--- config.mk ---
export PLATFORM = sky130hd
export DESIGN_NAME = gsa_ctrl
export DESIGN_NICKNAME = d
export VERILOG_FILES = /design/src/sv/gsa_pkg.sv /design/src/sv/gsa_ctrl.sv
export SDC_FILE = /design/constraint.sdc
export NUM_CORES = 1
export LEC_CHECK = 0
export BUFFER_PORTS_ARGS = -buffer_cell sky130_fd_sc_hd__buf_2
export CORE_AREA = 2 2 39 41
export CTS_BUF_LIST = sky130_fd_sc_hd__clkbuf_8 sky130_fd_sc_hd__clkbuf_16
export DETAILED_ROUTE_END_ITERATION = 10
export DIE_AREA = 0 0 41 43
export SLEW_MARGIN = 40
export SYNTH_ARGS = -nofsm -noshare
export SYNTH_HDL_FRONTEND = slang
export SYNTH_SLANG_ARGS = --single-unit
--- constraint.sdc ---
create_clock -name clk -period 1.6 [get_ports clk]
set_input_delay 0.32 -clock clk [delete_from_list [all_inputs] [get_ports clk]]
set_output_delay 0.32 -clock clk [all_outputs]
set_load 0.05 [all_outputs]
--- src/sv/gsa_pkg.sv ---
// Shared types and constants for the generational slot allocator.
// Holds field widths, operation and status codes, FSM states and the
// controller/datapath command and status structs. No dependencies.
package gsa_pkg;

  // Field widths
  localparam int MODE_W = 2;
  localparam int SLOT_W = 10;
  localparam int GEN_W  = 32;
  localparam int CNT_W  = 11;
  localparam int STAT_W = 2;
  localparam int REV_W  = 32;

  // Operation codes; any other code acts as check
  localparam logic [MODE_W-1:0] MODE_CREATE  = 2'd0;
  localparam logic [MODE_W-1:0] MODE_DESTROY = 2'd1;
  localparam logic [MODE_W-1:0] MODE_CHECK   = 2'd2;

  // Result status codes
  localparam logic [STAT_W-1:0] STAT_OK    = 2'd0;
  localparam logic [STAT_W-1:0] STAT_STALE = 2'd1;
  localparam logic [STAT_W-1:0] STAT_FULL  = 2'd2;

  // Generation given to a never-used slot and after a wrap
  localparam logic [GEN_W-1:0] GEN_FIRST = 32'd1;

  typedef enum logic [1:0] {
    ST_IDLE,
    ST_EVAL,
    ST_POP
  } state_t;

  // Controller to datapath
  typedef struct packed {
    logic accept;     // input transfer this cycle, issue table reads
    logic issue_pop;  // read the slot popped off the free stack
    logic commit;     // update state and load the result register
  } ctrl_cmd_t;

  // Datapath to controller
  typedef struct packed {
    logic need_pop;   // held item is a create and the free stack is not empty
    logic out_free;   // result register can take a new result
  } dp_stat_t;

endpackage

--- src/sv/gsa_ctrl.sv ---
// Controller FSM of the generational slot allocator: sequences accept,
// table read, optional free-stack pop and commit. Depends on gsa_pkg.
module gsa_ctrl (
  input  logic                clk,
  input  logic                rst_n,
  input  logic                in_tvalid,
  output logic                in_tready,
  input  gsa_pkg::dp_stat_t   stat,
  output gsa_pkg::ctrl_cmd_t  cmd
);

  gsa_pkg::state_t state_r, state_nxt;

  // Hold state
  always_ff @(posedge clk) begin
    if (!rst_n) begin
      state_r <= gsa_pkg::ST_IDLE;
    end else begin
      state_r <= state_nxt;
    end
  end

  // Next state
  always_comb begin
    state_nxt = state_r;
    case (state_r)
      gsa_pkg::ST_IDLE: begin
        if (in_tvalid) state_nxt = gsa_pkg::ST_EVAL;
      end
      gsa_pkg::ST_EVAL: begin
        if (stat.need_pop) state_nxt = gsa_pkg::ST_POP;
        else if (stat.out_free) state_nxt = gsa_pkg::ST_IDLE;
      end
      gsa_pkg::ST_POP: begin
        if (stat.out_free) state_nxt = gsa_pkg::ST_IDLE;
      end
      default: state_nxt = gsa_pkg::ST_IDLE;
    endcase
  end

  // Outputs
  always_comb begin
    in_tready     = 1'b0;
    cmd.accept    = 1'b0;
    cmd.issue_pop = 1'b0;
    cmd.commit    = 1'b0;
    case (state_r)
      gsa_pkg::ST_IDLE: begin
        in_tready  = 1'b1;
        cmd.accept = in_tvalid;
      end
      gsa_pkg::ST_EVAL: begin
        cmd.issue_pop = stat.need_pop;
        cmd.commit    = !stat.need_pop && stat.out_free;
      end
      gsa_pkg::ST_POP: begin
        cmd.commit = stat.out_free;
      end
      default: begin
        in_tready = 1'b0;
      end
    endcase
  end

endmodule

==> results.toml, run 1 <==
[outcome]
status = "complete, no violations"

[final_layout]
insertedDiodeCount = 0
fillCellCount = 157
largest_reg_flops = 2
drive_gt1_share_pct = 58.3
layout.nets = 47
area_growth_pct = 78.6
finalNonFillerCells = 52
reg.largest.list = "state_r x2"
post-route-util_pct = 24.9
mostFrequentLayoutCell = "buf_2"
layout_common_cells = "buf_2 (7), clkbuf_8 (3)"
top_register = "state_r"

[floorplan]
rows = 14
coreArea_um2 = 1380
die_area_um2 = 1760
die_h_um = 43
io_pins = 9
chipWidth_um = 41
initial_core_util_pct = 13.9

[critical_path]
r2r_slack_ns = 0.39
cp_slowest_stage_delay_ns = 0.32
crit_chain = "inv_2 -> ha_4 -> nor2b_4 -> o211a_1 -> buf_6"
path_delay_family = "flip-flops"
worstSetupEndpointType = "primary output"
path_buf_inv = 2
r2r_cells = 5
slowest_stage = "dfxtp_2"
critPathRequiredTime_ns = 1.28
worst_setup_path_start_kind = "flop"
crit_type = "flop to primary output"
worstPathArrival_ns = 1.22
r2r-end = "state_r[1]"
critical_path.max_fanout = 3
rr_startpoint = "state_r[1]"

[grt]
grt_max_degree = 5
grt_pass1_wl_um = 614
grt_usage_pct = 5.81
grt_pass1_vias = 181
antenna_found_initial = 0
gr-total-overflow = 0

[yosys]
synth-seq-cells = 2
ys_warn_count = 0
synthDistinctLibCells = 15
seq_area_frac_synth_pct = 20.8
syn_area_um2 = 193
syn_area_per_cell_um2 = 8.38
synthCells = 23
synth_nets = 32

[clocking]
cts_tree = "yes"
cts_sinks = 2
hold_buffers = 0
clk_latency_ns = 0.21
cts_buffers = 3
cts_root_buf = "clkbuf_8"
cts.htree.levels = 1
path_clk_slew_ns = 0.03
clk_path_buf_depth = 2

[pwr]
irDropWorstVdd_mv = 0.253
p_total_uw = 343
netSwitchingFraction_pct = 27.2
p_leak_uw = 0.000161
cell_internal_pwr_uw = 249
comb_power_share_pct = 27.0
clkPwrFrac_pct = 55.7
power_switching_uw = 93.4
power.density_nw_per_um2 = 996
p_seq_share_pct = 17.3

[routing]
drt_iter0_markers = 0
drcViolationCount = 0
antenna_left = 0
num_vias = 196
wl_um = 413
wire_per_inst_um = 7.94
firstDrtPassIters = 1
avgViaCountPerCell = 3.77

[sta]
drv_slew = 0
fin_crit_ns = 1.54
final.setup.tns_ns = 0
period_share_pct = 96.0
slew-limit-headroom_pct = 83.4
rsz0062_at_grt = "false"
worstMarginPinSlew_ns = 0.250
fmax_mhz = 651
setup_viol = 0
final-hold-violation-count = 0
finClkSkew_ns = 0.00262

[min_path]
hold_depth = 2
min_to = "state_r[0]"
hp-class = "input port to flop"
worstHoldStart = "rst_n"

[placement]
routabilityCongestion = 0.656
port_buffers = 8
dp_cells = 49
place_hpwl_um = 345

[run]
drv_cap = 0
-- cells by family (layout without fill, tap and decap cells) --
kind of cell / count (synthesis) / in the layout / share of synthesized area (%)
buffers and inverters: 2 / 15 / 3.90
AO/OA/AOI/OAI: 6 / 6 / 22.7
AND/OR/NAND/NOR: 9 / 9 / 26.6
adder cells (fa/ha/maj): 4 / 4 / 26.0
flip-flops: 2 / 2 / 20.8
-- worst max path at each step --
| stage | start | slack [ns] | to | depth (start not counted) |
|---|---|---|---|---|
| after detailed placement | state_r[1] | 0.16 | cmd[0] | 5 |
| final | state_r[1] | 0.06 | cmd[0] | 5 |
| after global placement | state_r[1] | 0.15 | cmd[0] | 5 |
| after CTS | state_r[1] | 0.005 | cmd[0] | 5 |
| after global routing | state_r[1] | 0.007 | cmd[0] | 5 |
| after floorplan | state_r[0] | 0.14 | cmd[0] | 3 |
-- per-layer routing --
metal	up-vias	GRT usage [%]	share of wire, %
li1	106	-	-
met1	82	5.73	41
met2	8	7.19	47
met3	0	5.76	11
met4	0	4.00	0
met5	-	0	0
-- synth_stat cells --
master / count / area, um2
o22ai_1: 1 / 6.26
and2b_1: 1 / 7.51
or2_0: 1 / 6.26
nor2b_1: 1 / 6.26
o211ai_1: 2 / 15.0
nor2_1: 1 / 3.75
nand3b_1: 1 / 7.51
dfxtp_1: 2 / 40.0
inv_1: 2 / 7.51
ha_1: 4 / 50.1
a21boi_1: 1 / 7.51
and2_1: 2 / 12.5
a21oi_1: 1 / 5.00
o211a_1: 1 / 10.0
nand2_1: 2 / 7.51
-- worst reg2reg max path, delay by kind of cell (launching register included) --
kind,cells,cell delay (ns)
buf+inv,1,0.14
flops,1,0.31
simple gates,1,0.22
fa+ha+maj,1,0.19
compound gates,2,0.23
-- final cells by class --
class / count / area (um2) / area share, %
Clock buffer: 3 / 41.3 / 12.0
Inverter: 2 / 7.51 / 2.18
Multi-Input combinational cell: 19 / 169 / 49.1
Sequential cell: 2 / 45.0 / 13.1
Tap cell: 16 / 20.0 / 5.82
Timing Repair Buffer: 10 / 61.3 / 17.8
-- power groups by stage --
stage	Clock, uW	Combinational [uW]	Sequential, uW
after floorplan	0	62.1	58.3
final	191	92.5	59.4
after global routing	205	102	60.0
after global placement	0	86.3	57.4
after CTS	197	88.4	56.9
after detailed placement	0	86.6	57.5
-- timing repair --
item                                    in CTS  in global routing
pin swaps                                    0                  1
buffers inserted                             0                  0
resized for setup                            3                  8
endpoints found under the setup margin       1                  1
-- through the flow --
step | setup WS (ns) | area [um2] | hold WS, ns
finish | 0.0643 | 344 | 0.387
global route | 0.00737 | 344 | 0.393
CTS | 0.00476 | 322 | 0.397
detailed placement | 0.155 | 272 | 0.593
global placement | 0.150 | 272 | 0.597
floorplan | 0.143 | 196 | 0.473
Note: power is estimated with default switching activity, not from simulation.
==> run 2: changes to the inputs <==
--- a/config.mk
+++ b/config.mk
@@ -10,6 +10,7 @@
 export CTS_BUF_LIST = sky130_fd_sc_hd__clkbuf_8 sky130_fd_sc_hd__clkbuf_16
 export DETAILED_ROUTE_END_ITERATION = 10
 export DIE_AREA = 0 0 41 43
+export SETUP_SLACK_MARGIN = 0.3
 export SLEW_MARGIN = 40
 export SYNTH_ARGS = -nofsm -noshare
 export SYNTH_HDL_FRONTEND = slang
==> run 2 against run 1 <==
Effect of this change:
- die area unchanged
- first-iteration DRC count unchanged
- critical path type unchanged
- combinational power rose by 38%
- clock power up 3%
- via count rose by 3.1%
- routed wire length up 22%
==> results.toml, run 2 (synthesis results as in run 1) <==
[sta]
setup_viol = 0
fmax_mhz = 636
final-hold-violation-count = 0
rsz0062_at_grt = "true"
final.setup.tns_ns = 0
slew-limit-headroom_pct = 88.4
fin_crit_ns = 1.57
worstMarginPinSlew_ns = 0.173
drv_slew = 0
finClkSkew_ns = 0.00127
period_share_pct = 98.2

[final_layout]
insertedDiodeCount = 0
postLayoutCellArea_um2 = 427
layout.nets = 48
area_growth_pct = 121
layout_common_cells = "buf_2 (4), ha_4 (3), clkbuf_8 (3), buf_8 (3), buf_4 (3)"
multi_input_area_um2 = 206
post-route-util_pct = 30.8
fillCellCount = 144
mostFrequentLayoutCell = "buf_2"
register_area_um2 = 47.5
top_register = "state_r"
drive_gt1_share_pct = 70.3
largest_reg_flops = 2
reg.largest.list = "state_r x2"

[clocking]
cts_tree = "yes"
cts.htree.levels = 1
clk_path_buf_depth = 2
path_clk_slew_ns = 0.03
cts_root_buf = "clkbuf_8"
cts_buffers = 3
clk_latency_ns = 0.21
cts_sinks = 2

[min_path]
hold_depth = 2
worstHoldStart = "rst_n"
hp-class = "input port to flop"
min_to = "state_r[0]"

[routing]
avgViaCountPerCell = 3.81
wl_um = 502
num_vias = 202
wire_per_inst_um = 9.47
drcViolationCount = 0
antenna_left = 0
firstDrtPassIters = 1
drt_iter0_markers = 0

[pwr]
power.density_nw_per_um2 = 905
p_leak_uw = 0.000180
power_switching_uw = 111
netSwitchingFraction_pct = 28.7
cell_internal_pwr_uw = 275
clkPwrFrac_pct = 50.9
irDropWorstVdd_mv = 0.179
comb_power_share_pct = 33.3
p_seq_share_pct = 15.8
p_total_uw = 386

[critical_path]
worstSetupEndpointType = "primary output"
rr_startpoint = "state_r[1]"
r2r_slack_ns = 0.39
worstPathArrival_ns = 1.25
r2r-end = "state_r[1]"
cp_slowest_stage_delay_ns = 0.35
critPathRequiredTime_ns = 1.28
worst_setup_path_start_kind = "flop"
critical_path.max_fanout = 3
slowest_stage = "dfxtp_4"
r2r_cells = 6
crit_type = "flop to primary output"
crit_chain = "buf_4 -> ha_4 -> o211a_4 -> buf_8"

[floorplan]
die_h_um = 43
die_area_um2 = 1760
io_pins = 9
coreArea_um2 = 1380
rows = 14
initial_core_util_pct = 13.9
chipWidth_um = 41

[grt]
grt_pass1_vias = 243
grt_pass1_wl_um = 952
gr-total-overflow = 0
antenna_found_initial = 0
grt_max_degree = 5
grt_usage_pct = 8.01

[placement]
routabilityCongestion = 0.800
placed_area_um2 = 289
port_buffers = 8

[outcome]
status = "complete, no violations"

[run]
drv_cap = 0
[run 2: cell types whose count changed in the layout (fill, tap and decap cells not counted), moves of 2 or more]
cell	previous run	this run
buf_2	7	4
buf_8	0	3
and2_4	0	2
ha_4	1	3
inv_2	2	0
inv_4	0	2
[run 2: final cells by class]
| cell class | count | area share (%) |
|---|---|---|
| well taps | 16 | 4.69 |
| flip-flops and latches | 2 | 11.1 |
| repair buffers | 11 | 23.2 |
| multi-input cells | 19 | 48.4 |
| inverters | 2 | 2.93 |
| clock buffers | 3 | 9.68 |
[run 2: critical path, delay by kind of cell, from the launching register on]
kind / cells / cell delay [ns]
buffers and inverters: 2 / 0.29
AOI/OAI and AO/OA: 1 / 0.24
DFF: 1 / 0.35
adders and majority gates: 1 / 0.16
[run 2: repair_timing]
item / in CTS / in global routing
hold buffers: 0 / 0
endpoints found under the setup margin: 4 / 4
pin swaps: 2 / 1
gates resized for setup: 20 / 1
buffers inserted: 3 / 0
[run 2: per-stage QoR]
stage	setup WS, ns	hold WS, ns	cells
CTS	0.0238	0.377	53
global route	-0.00779	0.383	53
floorplan	0.307	0.470	23
detailed placement	0.143	0.505	47
global placement	0.144	0.497	47
finish	0.0288	0.382	53
[run 2: routing by layer]
| metal | routed length (um) | track usage [%] | vias up |
|---|---|---|---|
| met5 | 0 | 0 | - |
| met4 | 0 | 8.00 | 0 |
| met3 | 21 | 0 | 0 |
| met2 | 271 | 11.6 | 5 |
| met1 | 210 | 9.87 | 89 |
| li1 | - | - | 108 |
[run 2: how the worst max path moves through the flow]
stage	from	to	slack [ns]	depth (start not counted)
finish	state_r[1]	cmd[0]	0.03	4
floorplan	state_r[1]	cmd[0]	0.31	4
global route	state_r[1]	cmd[0]	-0.008	5
global placement	state_r[1]	cmd[0]	0.14	5
detailed placement	state_r[1]	cmd[0]	0.14	5
CTS	state_r[1]	cmd[0]	0.02	4
[run 2: power by group through the flow]
stage | clock network, uW | logic [uW] | registers (uW)
6_report | 196 | 128 | 61.1
5_1_grt | 210 | 140 | 61.9
4_1_cts | 206 | 128 | 61.1
3_5_place_dp | 0 | 93.8 | 60.9
3_3_place_gp | 0 | 92.7 | 61.0
2_1_floorplan | 0 | 77.3 | 59.5
==> run 3: changes to the inputs <==
--- a/config.mk
+++ b/config.mk
@@ -5,6 +5,7 @@
 export SDC_FILE = /design/constraint.sdc
 export NUM_CORES = 1
 export LEC_CHECK = 0
+export ABC_AREA = 1
 export BUFFER_PORTS_ARGS = -buffer_cell sky130_fd_sc_hd__buf_2
 export CORE_AREA = 2 2 39 41
 export CTS_BUF_LIST = sky130_fd_sc_hd__clkbuf_8 sky130_fd_sc_hd__clkbuf_16
==> run 3 against run 2 <==
Effect of this change:
- worst hold slack got worse by 0.028 ns
- first-iteration DRC count unchanged
- cell count up 26%
- synthesized cell count grew 43%
- synthesized area grew 9.7%
- via count up 28%
- die area unchanged
- non-clock buffer count up 3
- flip-flop and latch count did not move
- sequential share of layout area fell by 1.2 points
- highest routed layer unchanged
==> results.toml, run 3 <==
[clocking]
clk_path_buf_depth = 2
cts_root_buf = "clkbuf_8"
hold_buffers = 0
path_clk_slew_ns = 0.03
clk_latency_ns = 0.21
cts.htree.levels = 1
cts_buffers = 3
cts_sinks = 2
cts_tree = "yes"

[grt]
grt_usage_pct = 7.82
grt_pass1_wl_um = 876
gr-total-overflow = 0
antenna_found_initial = 0
grt_max_degree = 5
grt_pass1_vias = 232

[placement]
port_buffers = 8
dp_slack_ns = 0.178
routabilityCongestion = 0.622
place_hpwl_um = 369

[pwr]
netSwitchingFraction_pct = 31.8
p_leak_uw = 0.000219
power.density_nw_per_um2 = 899
irDropWorstVdd_mv = 0.490
power_switching_uw = 137
p_seq_share_pct = 14.1
cell_internal_pwr_uw = 294
clkPwrFrac_pct = 47.5
comb_power_share_pct = 38.4

[yosys]
seq_area_frac_synth_pct = 18.9
ys_warn_count = 0
yosysMostFrequentCell = "nand2_1"
synth_nets = 42
synth_area_leader_cell = "ha_1"
yosysTopAreaCellShare_pct = 23.7
synth_enable_flop_cells = 0
syn_area_um2 = 211
synth_area_leaders = "ha_1 (24%), dfxtp_1 (19%), nand2_1 (16%), nor2_2 (8.9%), inv_1 (7.1%)"
synth-seq-cells = 2
synthDistinctLibCells = 12
synthFlopType = "dfxtp_1"
postSynth.asyncResetShare_pct = 0
synthCells = 33
syn_area_per_cell_um2 = 6.41
synth_common_cells = "nand2_1 (9), ha_1 (4), inv_1 (4), inv_2 (4), nor2_2 (3)"

[routing]
firstDrtPassIters = 1
antenna_left = 0
avgViaCountPerCell = 3.85
drcViolationCount = 0
num_vias = 258
wire_per_inst_um = 7.69
drt_iter0_markers = 0
wl_um = 515

[sta]
slew-limit-headroom_pct = 90.6
period_share_pct = 94.4
finClkSkew_ns = 0.00231
final-hold-violation-count = 0
setup_viol = 0
worstMarginPinSlew_ns = 0.142
rsz0062_at_grt = "true"
final.setup.tns_ns = 0
fin_crit_ns = 1.51
drv_slew = 0
fmax_mhz = 662
layout_setup_ws_ns = 0.0889

[floorplan]
coreArea_um2 = 1380
rows = 14
die_area_um2 = 1760
io_pins = 9
chipWidth_um = 41
die_h_um = 43
initial_core_util_pct = 15.3

[final_layout]
fillCellCount = 157
top_register = "state_r"
largest_reg_flops = 2
area_growth_pct = 127
layout_common_cells = "nand2_2 (5), buf_4 (5), inv_2 (4), nand2_1 (4), buf_2 (4)"
reg.largest.list = "state_r x2"
drive_gt1_share_pct = 78.4
layout.nets = 61
insertedDiodeCount = 0

[critical_path]
critPathRequiredTime_ns = 1.28
worst_setup_path_start_kind = "flop"
crit_type = "flop to primary output"
worstPathArrival_ns = 1.19
critical_path.max_fanout = 3
cp-startpoint = "state_r[0]"
worstSetupEndpointType = "primary output"
rr_startpoint = "state_r[0]"

[run]
drv_cap = 0

[outcome]
status = "complete, no violations"

[min_path]
hp-class = "input port to flop"
worstHoldStart = "rst_n"
==> run 3: power by group through the flow <==
stage / Combinational, uW / Clock (uW) / Sequential, uW
6_report: 165 / 205 / 60.8
5_1_grt: 179 / 222 / 61.3
4_1_cts: 150 / 211 / 61.7
3_5_place_dp: 114 / 0 / 63.0
3_3_place_gp: 113 / 0 / 62.5
2_1_floorplan: 96.3 / 0 / 61.9
==> run 3: logic make-up (layout without fill, tap and decap cells) <==
family | count (synthesis) | in the layout | synth area share, %
compound gates | 3 | 3 | 8.87
fa+ha+maj | 4 | 4 | 23.7
buf+inv | 8 | 26 | 14.2
flops | 2 | 2 | 18.9
simple gates | 16 | 16 | 34.3
==> run 3: routing by layer <==
layer / part of all wire [%] / up-vias / global-route usage, % / wire length (um)
met2: 60 / 5 / 13.1 / 307
met4: 0 / 0 / 4.00 / 0
li1: - / 136 / - / -
met1: 36 / 117 / 6.71 / 187
met3: 3.9 / 0 / 4.71 / 20
met5: 0 / - / 0 / 0
==> run 3: worst max-delay path, stage by stage, from the launching register on <==
cell and delay, ns:
dfxtp_4 0.36, inv_6 0.07, ha_4 0.12, inv_2 0.04, nand2_2 0.07, nand2_2 0.06
nor2_4 0.10, buf_6 0.16
==> run 3: cell type report <==
cell class	instances	area (um2)	share of cell area (%)
multi-input combinational	23	204	42.6
clock inverter	1	3.75	0.783
tap	16	20.0	4.18
inverter	8	41.3	8.62
sequential	2	47.5	9.92
clock buffer	3	41.3	8.62
timing repair buffer	14	121	25.3
==> run 3: path summary, 6_finish.rpt <==
check | endpoint | slack (ns) | cells after the start
min reg2reg | state_r[1] | 0.64 | 3
max | cmd[0] | 0.09 | 7
min | state_r[0] | 0.35 | 3
max reg2reg | state_r[1] | 0.41 | 8
==> run 3: repair_timing <==
action,4_1_cts,5_1_grt
resized for setup,14,3
pin swaps,2,1
setup buffers,4,2
endpoints found under the setup margin,4,4
==> run 3: per-stage QoR <==
step | hold slack (ns) | cells | power (uW) | util, % | instance area [um2]
5_1_grt | 0.362 | 67 | 462 | 34.6 | 479
6_report | 0.354 | 67 | 431 | 34.6 | 479
3_5_place_dp | 0.511 | 57 | 177 | 24.4 | 338
3_3_place_gp | 0.502 | 57 | 175 | 24.4 | 338
4_1_cts | 0.353 | 65 | 422 | 33.0 | 457
2_1_floorplan | 0.451 | 33 | 158 | - | 278
